**src/baazt_pkg.sv**
```systemverilog
package baazt_pkg;

    localparam int C_DATA_W = 32;
    localparam int C_CNT_W  = 64;
    localparam int C_TYPE_W = 2;
    localparam int C_ORG_W  = 2;

    // Address space width used for the overflow check
    localparam int C_ADDR_BITS = 32;
    localparam logic [63:0] C_ADDR_LIM = (C_ADDR_BITS >= 64) ? 64'hFFFF_FFFF_FFFF_FFFF
                                       : ((64'd1 << C_ADDR_BITS) - 64'd1);

    localparam logic [C_TYPE_W-1:0] C_REQ_ALLOC   = 2'd0;
    localparam logic [C_TYPE_W-1:0] C_REQ_RESET   = 2'd1;
    localparam logic [C_TYPE_W-1:0] C_REQ_RECLAIM = 2'd2;

    localparam logic [C_ORG_W-1:0] C_ORG_UNKNOWN   = 2'd0;
    localparam logic [C_ORG_W-1:0] C_ORG_FRESH     = 2'd1;
    localparam logic [C_ORG_W-1:0] C_ORG_RECLAIMED = 2'd2;
    localparam logic [C_ORG_W-1:0] C_ORG_ZEROED    = 2'd3;

    localparam logic C_CFG_BASE = 1'b0;
    localparam logic C_CFG_CAP  = 1'b1;

    localparam logic [C_DATA_W-1:0] C_BASE_RST = 32'd0;
    localparam logic [C_DATA_W-1:0] C_CAP_RST  = 32'd4096;

    typedef struct packed {
        logic [C_TYPE_W-1:0] req_type;
        logic [C_DATA_W-1:0] size;
        logic [C_DATA_W-1:0] align;
        logic                zreq;
    } t_req;

    typedef struct packed {
        logic                ok;
        logic [C_DATA_W-1:0] offset;
        logic [C_DATA_W-1:0] size;
        logic [C_ORG_W-1:0]  origin;
        logic                fill;
        logic [C_CNT_W-1:0]  alloc_total;
        logic [C_CNT_W-1:0]  req_total;
        logic [C_CNT_W-1:0]  elided_total;
        logic [C_CNT_W-1:0]  explicit_total;
    } t_rsp;

endpackage

```
**src/bump_arena_allocator_zero_tracking.sv**
```systemverilog
// A word accepted into the input register fires through the core into the output register.
// Throughput: one word per cycle while the output is not stalled; cursor, mark
// and counters update as a word fires, so a word can follow in the next cycle.
// A stalled output holds one result while one more word waits in the input stage.
// Reset (synchronous, active low) clears cursor, mark, counters and valids, and
// sets base to 0 and capacity to 4096.
module bump_arena_allocator_zero_tracking import baazt_pkg::*; (
    input  logic                i_clk,
    input  logic                i_rst_n,

    input  logic                i_cfg_we,
    input  logic                i_cfg_index,
    input  logic [C_DATA_W-1:0] i_cfg_wdata,

    input  logic                i_in_valid,
    output logic                o_in_stall,
    input  logic [C_TYPE_W-1:0] i_req_type,
    input  logic [C_DATA_W-1:0] i_request_size,
    input  logic [C_DATA_W-1:0] i_request_alignment,
    input  logic                i_zero_request,

    output logic                o_out_valid,
    input  logic                i_out_stall,
    output logic                o_ok,
    output logic [C_DATA_W-1:0] o_granted_offset,
    output logic [C_DATA_W-1:0] o_granted_size,
    output logic [C_ORG_W-1:0]  o_zero_origin,
    output logic                o_zero_fill_needed,
    output logic [C_CNT_W-1:0]  o_allocation_total,
    output logic [C_CNT_W-1:0]  o_requested_bytes_total,
    output logic [C_CNT_W-1:0]  o_elided_zero_total,
    output logic [C_CNT_W-1:0]  o_explicit_zero_total
);

    logic [C_DATA_W-1:0] r_base;
    logic [C_DATA_W-1:0] r_cap;
    logic                r_in_valid, n_in_valid;
    t_req                r_in;
    logic                r_out_valid, n_out_valid;
    t_rsp                r_out;
    t_rsp                rsp;
    logic                advance;
    logic                in_acc;
    logic                fire;

    assign advance    = !r_out_valid || !i_out_stall;
    assign o_in_stall = r_in_valid && !advance;
    assign in_acc     = i_in_valid && !o_in_stall;
    assign fire       = r_in_valid && advance;

    always_comb begin
        n_in_valid  = in_acc ? 1'b1 : (fire ? 1'b0 : r_in_valid);
        n_out_valid = advance ? r_in_valid : r_out_valid;
    end

    always_ff @(posedge i_clk) begin
        if (!i_rst_n) begin
            r_base <= C_BASE_RST;
            r_cap  <= C_CAP_RST;
        end else if (i_cfg_we) begin
            unique case (i_cfg_index)
                C_CFG_BASE: r_base <= i_cfg_wdata;
                C_CFG_CAP:  r_cap  <= i_cfg_wdata;
                default: begin
                end
            endcase
        end
    end

    always_ff @(posedge i_clk) begin
        if (!i_rst_n) begin
            r_in_valid  <= 1'b0;
            r_out_valid <= 1'b0;
        end else begin
            r_in_valid  <= n_in_valid;
            r_out_valid <= n_out_valid;
        end
    end

    always_ff @(posedge i_clk) begin
        if (in_acc) begin
            r_in.req_type <= i_req_type;
            r_in.size     <= i_request_size;
            r_in.align    <= i_request_alignment;
            r_in.zreq     <= i_zero_request;
        end
        if (fire) begin
            r_out <= rsp;
        end
    end

    baazt_core u_core (
        .i_clk   (i_clk),
        .i_rst_n (i_rst_n),
        .i_fire  (fire),
        .i_req   (r_in),
        .i_base  (r_base),
        .i_cap   (r_cap),
        .o_rsp   (rsp)
    );

    assign o_out_valid             = r_out_valid;
    assign o_ok                    = r_out.ok;
    assign o_granted_offset        = r_out.offset;
    assign o_granted_size          = r_out.size;
    assign o_zero_origin           = r_out.origin;
    assign o_zero_fill_needed      = r_out.fill;
    assign o_allocation_total      = r_out.alloc_total;
    assign o_requested_bytes_total = r_out.req_total;
    assign o_elided_zero_total     = r_out.elided_total;
    assign o_explicit_zero_total   = r_out.explicit_total;

endmodule

```
**src/baazt_core.sv**
```systemverilog
module baazt_core import baazt_pkg::*; (
    input  logic                i_clk,
    input  logic                i_rst_n,
    input  logic                i_fire,
    input  t_req                i_req,
    input  logic [C_DATA_W-1:0] i_base,
    input  logic [C_DATA_W-1:0] i_cap,
    output t_rsp                o_rsp
);

    logic [C_DATA_W-1:0] r_bump, n_bump;
    logic [C_DATA_W-1:0] r_mark, n_mark;
    logic                r_reclaimed, n_reclaimed;
    logic [C_CNT_W-1:0]  r_alloc_cnt, n_alloc_cnt;
    logic [C_CNT_W-1:0]  r_req_sum, n_req_sum;
    logic [C_CNT_W-1:0]  r_elided_sum, n_elided_sum;
    logic [C_CNT_W-1:0]  r_explicit_sum, n_explicit_sum;

    always_comb begin
        logic [C_DATA_W-1:0] mask;
        logic [C_DATA_W+1:0] cur;
        logic [C_DATA_W+1:0] sum;
        logic [C_DATA_W+1:0] aligned;
        logic [C_DATA_W+1:0] start;
        logic [C_DATA_W-1:0] blk_end;
        logic                pow2;
        logic                addr_ok;
        logic                fits;
        logic                known;

        mask    = i_req.align - 32'd1;
        cur     = {2'b00, i_base} + {2'b00, r_bump};
        sum     = cur + {2'b00, mask};
        aligned = sum & ~{2'b00, mask};
        start   = aligned - {2'b00, i_base};
        blk_end = start[C_DATA_W-1:0] + i_req.size;
        pow2    = (i_req.align != '0) && ((i_req.align & mask) == '0);
        // sum bounds cur and mask too, and base never exceeds cur
        addr_ok = {{(64-C_DATA_W-2){1'b0}}, sum} <= C_ADDR_LIM;
        fits    = (start <= {2'b00, i_cap})
               && ({2'b00, i_req.size} <= ({2'b00, i_cap} - start));
        known   = start[C_DATA_W-1:0] >= r_mark;

        n_bump         = r_bump;
        n_mark         = r_mark;
        n_reclaimed    = r_reclaimed;
        n_alloc_cnt    = r_alloc_cnt;
        n_req_sum      = r_req_sum;
        n_elided_sum   = r_elided_sum;
        n_explicit_sum = r_explicit_sum;

        o_rsp.ok     = 1'b0;
        o_rsp.offset = '0;
        o_rsp.size   = '0;
        o_rsp.origin = C_ORG_UNKNOWN;
        o_rsp.fill   = 1'b0;

        unique case (i_req.req_type)
            C_REQ_ALLOC: begin
                if (i_cap != '0 && i_req.size != '0 && pow2 && addr_ok && fits) begin
                    o_rsp.ok     = 1'b1;
                    o_rsp.offset = start[C_DATA_W-1:0];
                    o_rsp.size   = i_req.size;
                    if (known) begin
                        o_rsp.origin = r_reclaimed ? C_ORG_RECLAIMED : C_ORG_FRESH;
                    end
                    if (i_req.zreq) begin
                        if (known) begin
                            n_elided_sum = r_elided_sum + {32'd0, i_req.size};
                        end else begin
                            o_rsp.origin   = C_ORG_ZEROED;
                            o_rsp.fill     = 1'b1;
                            n_explicit_sum = r_explicit_sum + {32'd0, i_req.size};
                        end
                    end
                    n_bump = blk_end;
                    if (blk_end > r_mark) begin
                        n_mark = blk_end;
                    end
                    n_alloc_cnt = r_alloc_cnt + 64'd1;
                    n_req_sum   = r_req_sum + {32'd0, i_req.size};
                end
            end
            C_REQ_RESET: begin
                n_bump   = '0;
                o_rsp.ok = 1'b1;
            end
            C_REQ_RECLAIM: begin
                if (i_cap != '0 && r_bump == '0) begin
                    n_mark      = '0;
                    n_reclaimed = 1'b1;
                    o_rsp.ok    = 1'b1;
                end
            end
            default: begin
            end
        endcase

        o_rsp.alloc_total    = n_alloc_cnt;
        o_rsp.req_total      = n_req_sum;
        o_rsp.elided_total   = n_elided_sum;
        o_rsp.explicit_total = n_explicit_sum;
    end

    always_ff @(posedge i_clk) begin
        if (!i_rst_n) begin
            r_bump         <= '0;
            r_mark         <= '0;
            r_reclaimed    <= 1'b0;
            r_alloc_cnt    <= '0;
            r_req_sum      <= '0;
            r_elided_sum   <= '0;
            r_explicit_sum <= '0;
        end else if (i_fire) begin
            r_bump         <= n_bump;
            r_mark         <= n_mark;
            r_reclaimed    <= n_reclaimed;
            r_alloc_cnt    <= n_alloc_cnt;
            r_req_sum      <= n_req_sum;
            r_elided_sum   <= n_elided_sum;
            r_explicit_sum <= n_explicit_sum;
        end
    end

    // cursor never passes the high-water mark
    a_bump_le_mark: assert property (@(posedge i_clk) disable iff (!i_rst_n)
        r_bump <= r_mark)
        else $error("cursor above high-water mark");

    a_fill_zeroed: assert property (@(posedge i_clk) disable iff (!i_rst_n)
        o_rsp.fill |-> (o_rsp.ok && o_rsp.origin == C_ORG_ZEROED
                        && i_req.req_type == C_REQ_ALLOC))
        else $error("zero fill without explicit zero origin");

    a_idle_hold: assert property (@(posedge i_clk) disable iff (!i_rst_n)
        !i_fire |=> ($stable(r_alloc_cnt) && $stable(r_bump) && $stable(r_mark)))
        else $error("allocator state moved without a word");

endmodule

```
**config.mk**
```make
export PLATFORM = sky130hd
export DESIGN_NAME = bump_arena_allocator_zero_tracking
export DESIGN_NICKNAME = d
export VERILOG_FILES = /design/src/baazt_pkg.sv /design/src/bump_arena_allocator_zero_tracking.sv /design/src/baazt_core.sv
export SDC_FILE = /design/constraint.sdc
export NUM_CORES = 2
export LEC_CHECK = 0
export BUFFER_PORTS_ARGS = -buffer_cell sky130_fd_sc_hd__buf_2
export CORE_MARGIN = 2
export CORE_UTILIZATION = 45
export CTS_BUF_LIST = sky130_fd_sc_hd__clkbuf_8 sky130_fd_sc_hd__clkbuf_16
export DETAILED_ROUTE_END_ITERATION = 8
export SYNTH_ARGS = -nofsm -noshare
export SYNTH_HDL_FRONTEND = slang
export SYNTH_SLANG_ARGS = --single-unit
```
**constraint.sdc**
```tcl
create_clock -name i_clk -period 23 [get_ports i_clk]
set_input_delay 3.45 -clock i_clk [delete_from_list [all_inputs] [get_ports i_clk]]
set_output_delay 3.45 -clock i_clk [all_outputs]
set_load 0.005 [all_outputs]
```
* Yosys cells after proc, flatten, opt, wreduce, memory -nomap -nowiden
Index checks and enable logic that the tools add are counted.
** Word-level totals
- Register bits :: 778
- Bits of input ports :: 105
- Output and inout bits :: 326
- Word-level logic and storage cells :: 106
** Operators by class
- Add/sub/neg operators :: 10
- Order comparisons :: 5
- Eq/ne operators :: 5
- Multiplexer cells :: 27
- Bitwise logic cells :: 4
- Reduce and logical (&&, ||, !) cells :: 31
** Operator list (number)
- 64-bit two-way mux :: 12
- 64-bit by 32-bit adder with 64-bit output :: 3
- 32-bit two-way mux :: 4
- 32-bit case mux with 2 select lines :: 2
- 32-bit nonzero test :: 3
- 68-bit two-way mux :: 1
- 64-bit by 1-bit adder with 64-bit output, second input constant :: 1
- 32-bit logical NOT :: 2
- 34-bit by 32-bit adder with 34-bit output :: 1
- 34-bit bitwise AND :: 1
- 32-bit by 34-bit less-or-equal comparator with 1-bit output :: 1
- 34-bit by 32-bit less-or-equal comparator with 1-bit output :: 1
- 34-bit by 32-bit less-or-equal comparator with 1-bit output, second input constant :: 1
- 32-bit NOT with 34-bit output :: 1
- 32-bit by 34-bit subtractor with 34-bit output :: 1
- 34-bit by 32-bit subtractor with 34-bit output :: 1
- 32-bit by 32-bit adder with 33-bit output :: 1
- 32-bit adder :: 1
- 32-bit bitwise AND :: 1
- 32-bit >= comparator :: 1
- 32-bit > comparator :: 1
- 32-bit by 1-bit subtractor with 32-bit output, second input constant :: 1
- 1-bit logical AND :: 10
- 3-bit AND reduction :: 3
- other kinds (14) :: 27

* Longest topological paths before layout
- Depth in word-level cells :: 10
- Depth in mapped cells :: 54
- Depth with buffers taken out :: 51

* Hierarchy
From an unflattened synthesis, not the netlist that was laid out.
** Second synthesis, totals
- Cells, all modules :: 5062
- Area, all modules :: 46922.5 µm²
** By module, submodules not included
- baazt_core :: instances 1, cells each 4417, area each 32588.8 µm², sequential area each 6426.2 µm²
- bump_arena_allocator_zero_tracking :: instances 1, cells each 645, area each 14333.7 µm², sequential area each 13062.5 µm²

* Worst setup path after synthesis
OpenSTA, ideal clock, no wires.
- Kind :: in2reg
- From :: input i_out_stall
- To :: register u_core.r_elided_sum[36]
- Setup time :: 0.142 ns
- Arrival :: 15.319 ns
- Data required time :: 22.858 ns
- Path slack :: 7.539 ns
- Cell stages on the path :: 8
- Path buffers :: 2
- Cell sequence :: nand2_1 nand2_1 inv_1 clkbuf_1 buf_1 nand2_1 o41ai_1 a21oi_1
** Between the ends
- Word-level cells in the longest chain between the ends :: 3
** RTL lines
- from (decl) :: RTL line bump_arena_allocator_zero_tracking.sv:23 : input logic i_out_stall,
- 1-bit logical NOT :: RTL line bump_arena_allocator_zero_tracking.sv:46 : assign advance = !r_out_valid || !i_out_stall;
- 1-bit logical OR :: RTL line bump_arena_allocator_zero_tracking.sv:46
- 1-bit logical AND :: RTL line bump_arena_allocator_zero_tracking.sv:49 : assign fire = r_in_valid && advance;
- named net fire :: RTL line bump_arena_allocator_zero_tracking.sv:44 : logic fire;
- to (signal assigned) :: RTL line baazt_core.sv:120 : r_elided_sum <= n_elided_sum;
- to (decl) :: RTL line baazt_core.sv:16 : logic [C_CNT_W-1:0] r_elided_sum, n_elided_sum;
The timed path passes the listed nets, and every way through them passes these cells.
A chain may end at the register's enable or synchronous reset.

==> summary.txt <==
worst r2r dst - o_explicit_zero_total[50]$_DFFE_PP_
Yosys top cell by area - edfxtp_1
clock root cell - clkbuf_16
Max Cap Viol - 0
hold endpoint - u_core.r_mark[1]$_SDFFE_PN0P_
crit path launch type - flop
top post-synthesis cells by area - edfxtp_1 25%, dfxtp_1 16%, ha_1 10%
Post-synth EDFFs - 391
largest family of logic cells by synthesized area - simple AND/OR/NAND/NOR gates
endpoint class of the critical path - flop
final setup TNS - 0 ns
critical path's largest stage delay - 0.77 ns
R2R depth - 47
pin count of the biggest net entering global routing - 110
CTS tree - yes
Most Frequent Cell on Critical Path - a21oi_1
xor/xnor share of the synthesized area - 0.0744
area of the core - 0.105 mm²
first-pass GRT wire length - 226000 µm
DRC - 0
YS warnings - 0
Clk Latency, worst-skew pair - 0.70 ns
Synth Flop Type - edfxtp_1
syn nets - 5647
Adder-Cell Fraction of Synth Area - 0.105
VDD IR max - 0.0000576 V
Power Dens Cells - 78.0 mW/mm²
status - complete, no violations
GP Congestion - 0.920
Slowest cell on crit path - nand3_4
First-pass DRT Iterations - 5
share of cells above drive strength 1 - 0.132
# hold bufs at CTS - 0
Post-DRT Antenna Nets - 0
fillcell total - 9828
mux contribution to synthesized area - 0.00877
Inst Count DP - 6841
Post CTS Setup Buffer Count - 0
mapped cell area - 0.0474 mm²
launch point of the worst reg-to-reg path - u_core.r_bump[1]$_SDFFE_PN0P_
Vias - 40200
commonest cells after routing, fill and taps aside - 545 x nand2_1, 445 x a21oi_1, 429 x buf_2
Cell Rows - 119
Synth Area in Simple Gates - 0.192
Post-CTS Resized - 0
starting density of the core - 0.452
Final Hold Viols - 0
chip width - 328 µm
initial antenna violation count - 3
final worst path period share - 0.557
clk_skew - 0.0425 ns
FF+latch count, synth - 778
Detailed Route WL - 151000 µm
WS Path Type - flop to flop
WL per Instance - 21.6 µm
Avg Inst Size Synth - 9.20 µm²
P&R area growth vs syn - 14.5%
worst-path fanout max - 69
final count of negative-setup-slack endpoints - 0
clk slew on worst S/H paths - 0.06 ns
Die Ht - 328 µm
CTS Sinks - 778
Seq/Total Area, Yosys - 0.411
min cycle time layout - 12.82 ns
GRT Total Usage - 0.273
final net count - 6041
Mapped Cells - 5151
post-synth top area share - 0.248
vias per cell - 5.73
H-tree Lvls - 3
RSZ-0062 raised after global routing - false
internal reg-to-reg setup slack - 10.18 ns
post-synthesis cell type count - 95
post-detail-place hpwl - 109000 µm
I/O pins - 431
DR iter-0 viols - 3496
leak pwr - 21.9 nW
commonest non-fill, non-tap cell in the layout - nand2_1
FFs w/ async S/R, synth - 0
FMAX - 78.0 MHz
Die Area - 0.108 mm²
Pins Over Slew Limit - 0
CTS Buf Count - 93
IO Port Bufs - 430
measured slew at the worst slew-check pin - 1.24 ns
Worst EP arrival - 13.23 ns
global route total overflow - 0
Hold Path Origin - u_core.r_mark[1]$_SDFFE_PN0P_
CTS max path bufs - 3
max_slew headroom - 0.170
Post-Layout Cell Count - 7017
vias in the first global route - 37200
n_diodes - 0
Hold Path Class - flop to flop
critical path required time - 23.41 ns
post-synthesis compound-gate area fraction - 0.173
worst hold stages - 1
-- cell families (layout without fill, tap and decap cells) --
group / Yosys count / after routing
AND/OR/NAND/NOR: 1822 / 1822
AO/OA/AOI/OAI: 1294 / 1294
flip-flops: 778 / 778
buffers and inverters: 425 / 900
XOR/XNOR: 400 / 400
adder cells (fa/ha/maj): 394 / 394
multiplexers: 38 / 38
-- critical path: cells and delay by family (launching register included) --
family | cells | cell delay [ns]
flops | 1 | 0.39
simple gates | 12 | 2.88
mux | 1 | 0.64
compound gates | 24 | 5.57
buf+inv | 1 | 0.68
fa+ha+maj | 5 | 1.60
xor+xnor | 4 | 0.69
-- cell usage after synthesis (8+ instances only) --
| cell type | instances |
|---|---|
| dfxtp_1 | 387 |
| ha_1 | 383 |
| a21boi_0 | 8 |
| nor4_1 | 70 |
| o22ai_1 | 11 |
| o21bai_1 | 40 |
| or3_1 | 117 |
| a2111oi_0 | 9 |
| a211oi_1 | 29 |
| o21ai_0 | 271 |
| a211o_1 | 8 |
| o41ai_1 | 13 |
| o2bb2ai_1 | 9 |
| clkbuf_1 | 139 |
| inv_1 | 236 |
| a31o_2 | 12 |
| and3_1 | 56 |
| buf_1 | 11 |
| and2_1 | 99 |
| a31oi_1 | 24 |
| nand3_1 | 143 |
| nand4_1 | 100 |
| nor2_1 | 341 |
| or2_2 | 37 |
| mux2_2 | 18 |
| a22o_1 | 57 |
| edfxtp_1 | 391 |
| and4_1 | 9 |
| nand2b_1 | 76 |
| a21o_1 | 136 |
| xnor2_1 | 186 |
| xor2_1 | 212 |
| or4_1 | 42 |
| nor2b_1 | 63 |
| nor3_1 | 72 |
| o211ai_1 | 13 |
| mux2i_1 | 19 |
| or2_0 | 12 |
| buf_2 | 37 |
| nand3b_1 | 9 |
| nand2_1 | 546 |
| fa_1 | 8 |
| a21oi_1 | 445 |
| o31ai_1 | 38 |
| o21a_1 | 99 |
-- cell type report --
class,instances,area (µm²),area share
timing repair buffer,487,2580,0.0476
tap,1391,1740,0.0321
sequential,778,19500,0.359
clock buffer,102,2460,0.0454
inverter,237,905,0.0167
multi-input combinational,3948,26300,0.485
clock inverter,74,762,0.0140
-- state kept, by name (all words and copies together), names as in the netlist, 2 cells and up --
name	cells
o_allocation_total	64
o_elided_zero_total	64
o_explicit_zero_total	64
o_granted_offset	32
o_granted_size	32
o_requested_bytes_total	64
o_zero_origin	2
r_base	32
r_cap	32
r_in	67
u_core.r_alloc_cnt	64
u_core.r_bump	32
u_core.r_elided_sum	64
u_core.r_explicit_sum	64
u_core.r_mark	32
u_core.r_req_sum	64
-- metal layers --
metal / vias up / part of all wire / global-route usage
met4: 2 / 0.036 / 0.102
met2: 1314 / 0.44 / 0.420
met1: 19200 / 0.46 / 0.390
met3: 211 / 0.068 / 0.0385
li1: 19500 / - / -
met5: - / 0.000086 / 0
-- worst max-delay path by stage --
stage / from / to / slack [ns] / depth (start not counted)
finish: u_core.r_bump[1]$_SDFFE_PN0P_ / o_explicit_zero_total[50]$_DFFE_PP_ / 10.18 / 47
global route: u_core.r_bump[1]$_SDFFE_PN0P_ / o_explicit_zero_total[48]$_DFFE_PP_ / 8.90 / 47
CTS: u_core.r_bump[1]$_SDFFE_PN0P_ / o_explicit_zero_total[50]$_DFFE_PP_ / 10.18 / 48
detailed placement: u_core.r_bump[1]$_SDFFE_PN0P_ / o_explicit_zero_total[50]$_DFFE_PP_ / 10.25 / 48
global placement: r_base[1]$_SDFFE_PN0P_ / o_explicit_zero_total[40]$_DFFE_PP_ / 10.57 / 48
floorplan: i_out_stall / u_core.r_elided_sum[36]$_SDFFE_PN0P_ / 7.54 / 8
-- per-stage QoR --
stage | power, mW | cell area, µm² | utilization | worst slack, ns | hold WS, ns
after floorplan | 2.33 | 47400 | - | 7.54 | 0.432
after global placement | 2.68 | 51000 | 0.487 | 10.57 | 0.445
after detailed placement | 2.69 | 51000 | 0.487 | 10.25 | 0.447
after CTS | 4.24 | 54200 | 0.518 | 10.18 | 0.465
after global routing | 4.44 | 54200 | 0.518 | 8.90 | 0.477
final | 4.23 | 54200 | 0.518 | 10.18 | 0.462
-- where the power goes --
part | leakage [nW] | total (mW) | internal [mW] | switching, mW
logic | 13.7 | 1.16 | 0.435 | 0.728
clock network | 1.61 | 1.54 | 0.902 | 0.640
registers | 6.62 | 1.53 | 1.50 | 0.0289
Note: power is estimated with default switching activity, not from simulation.
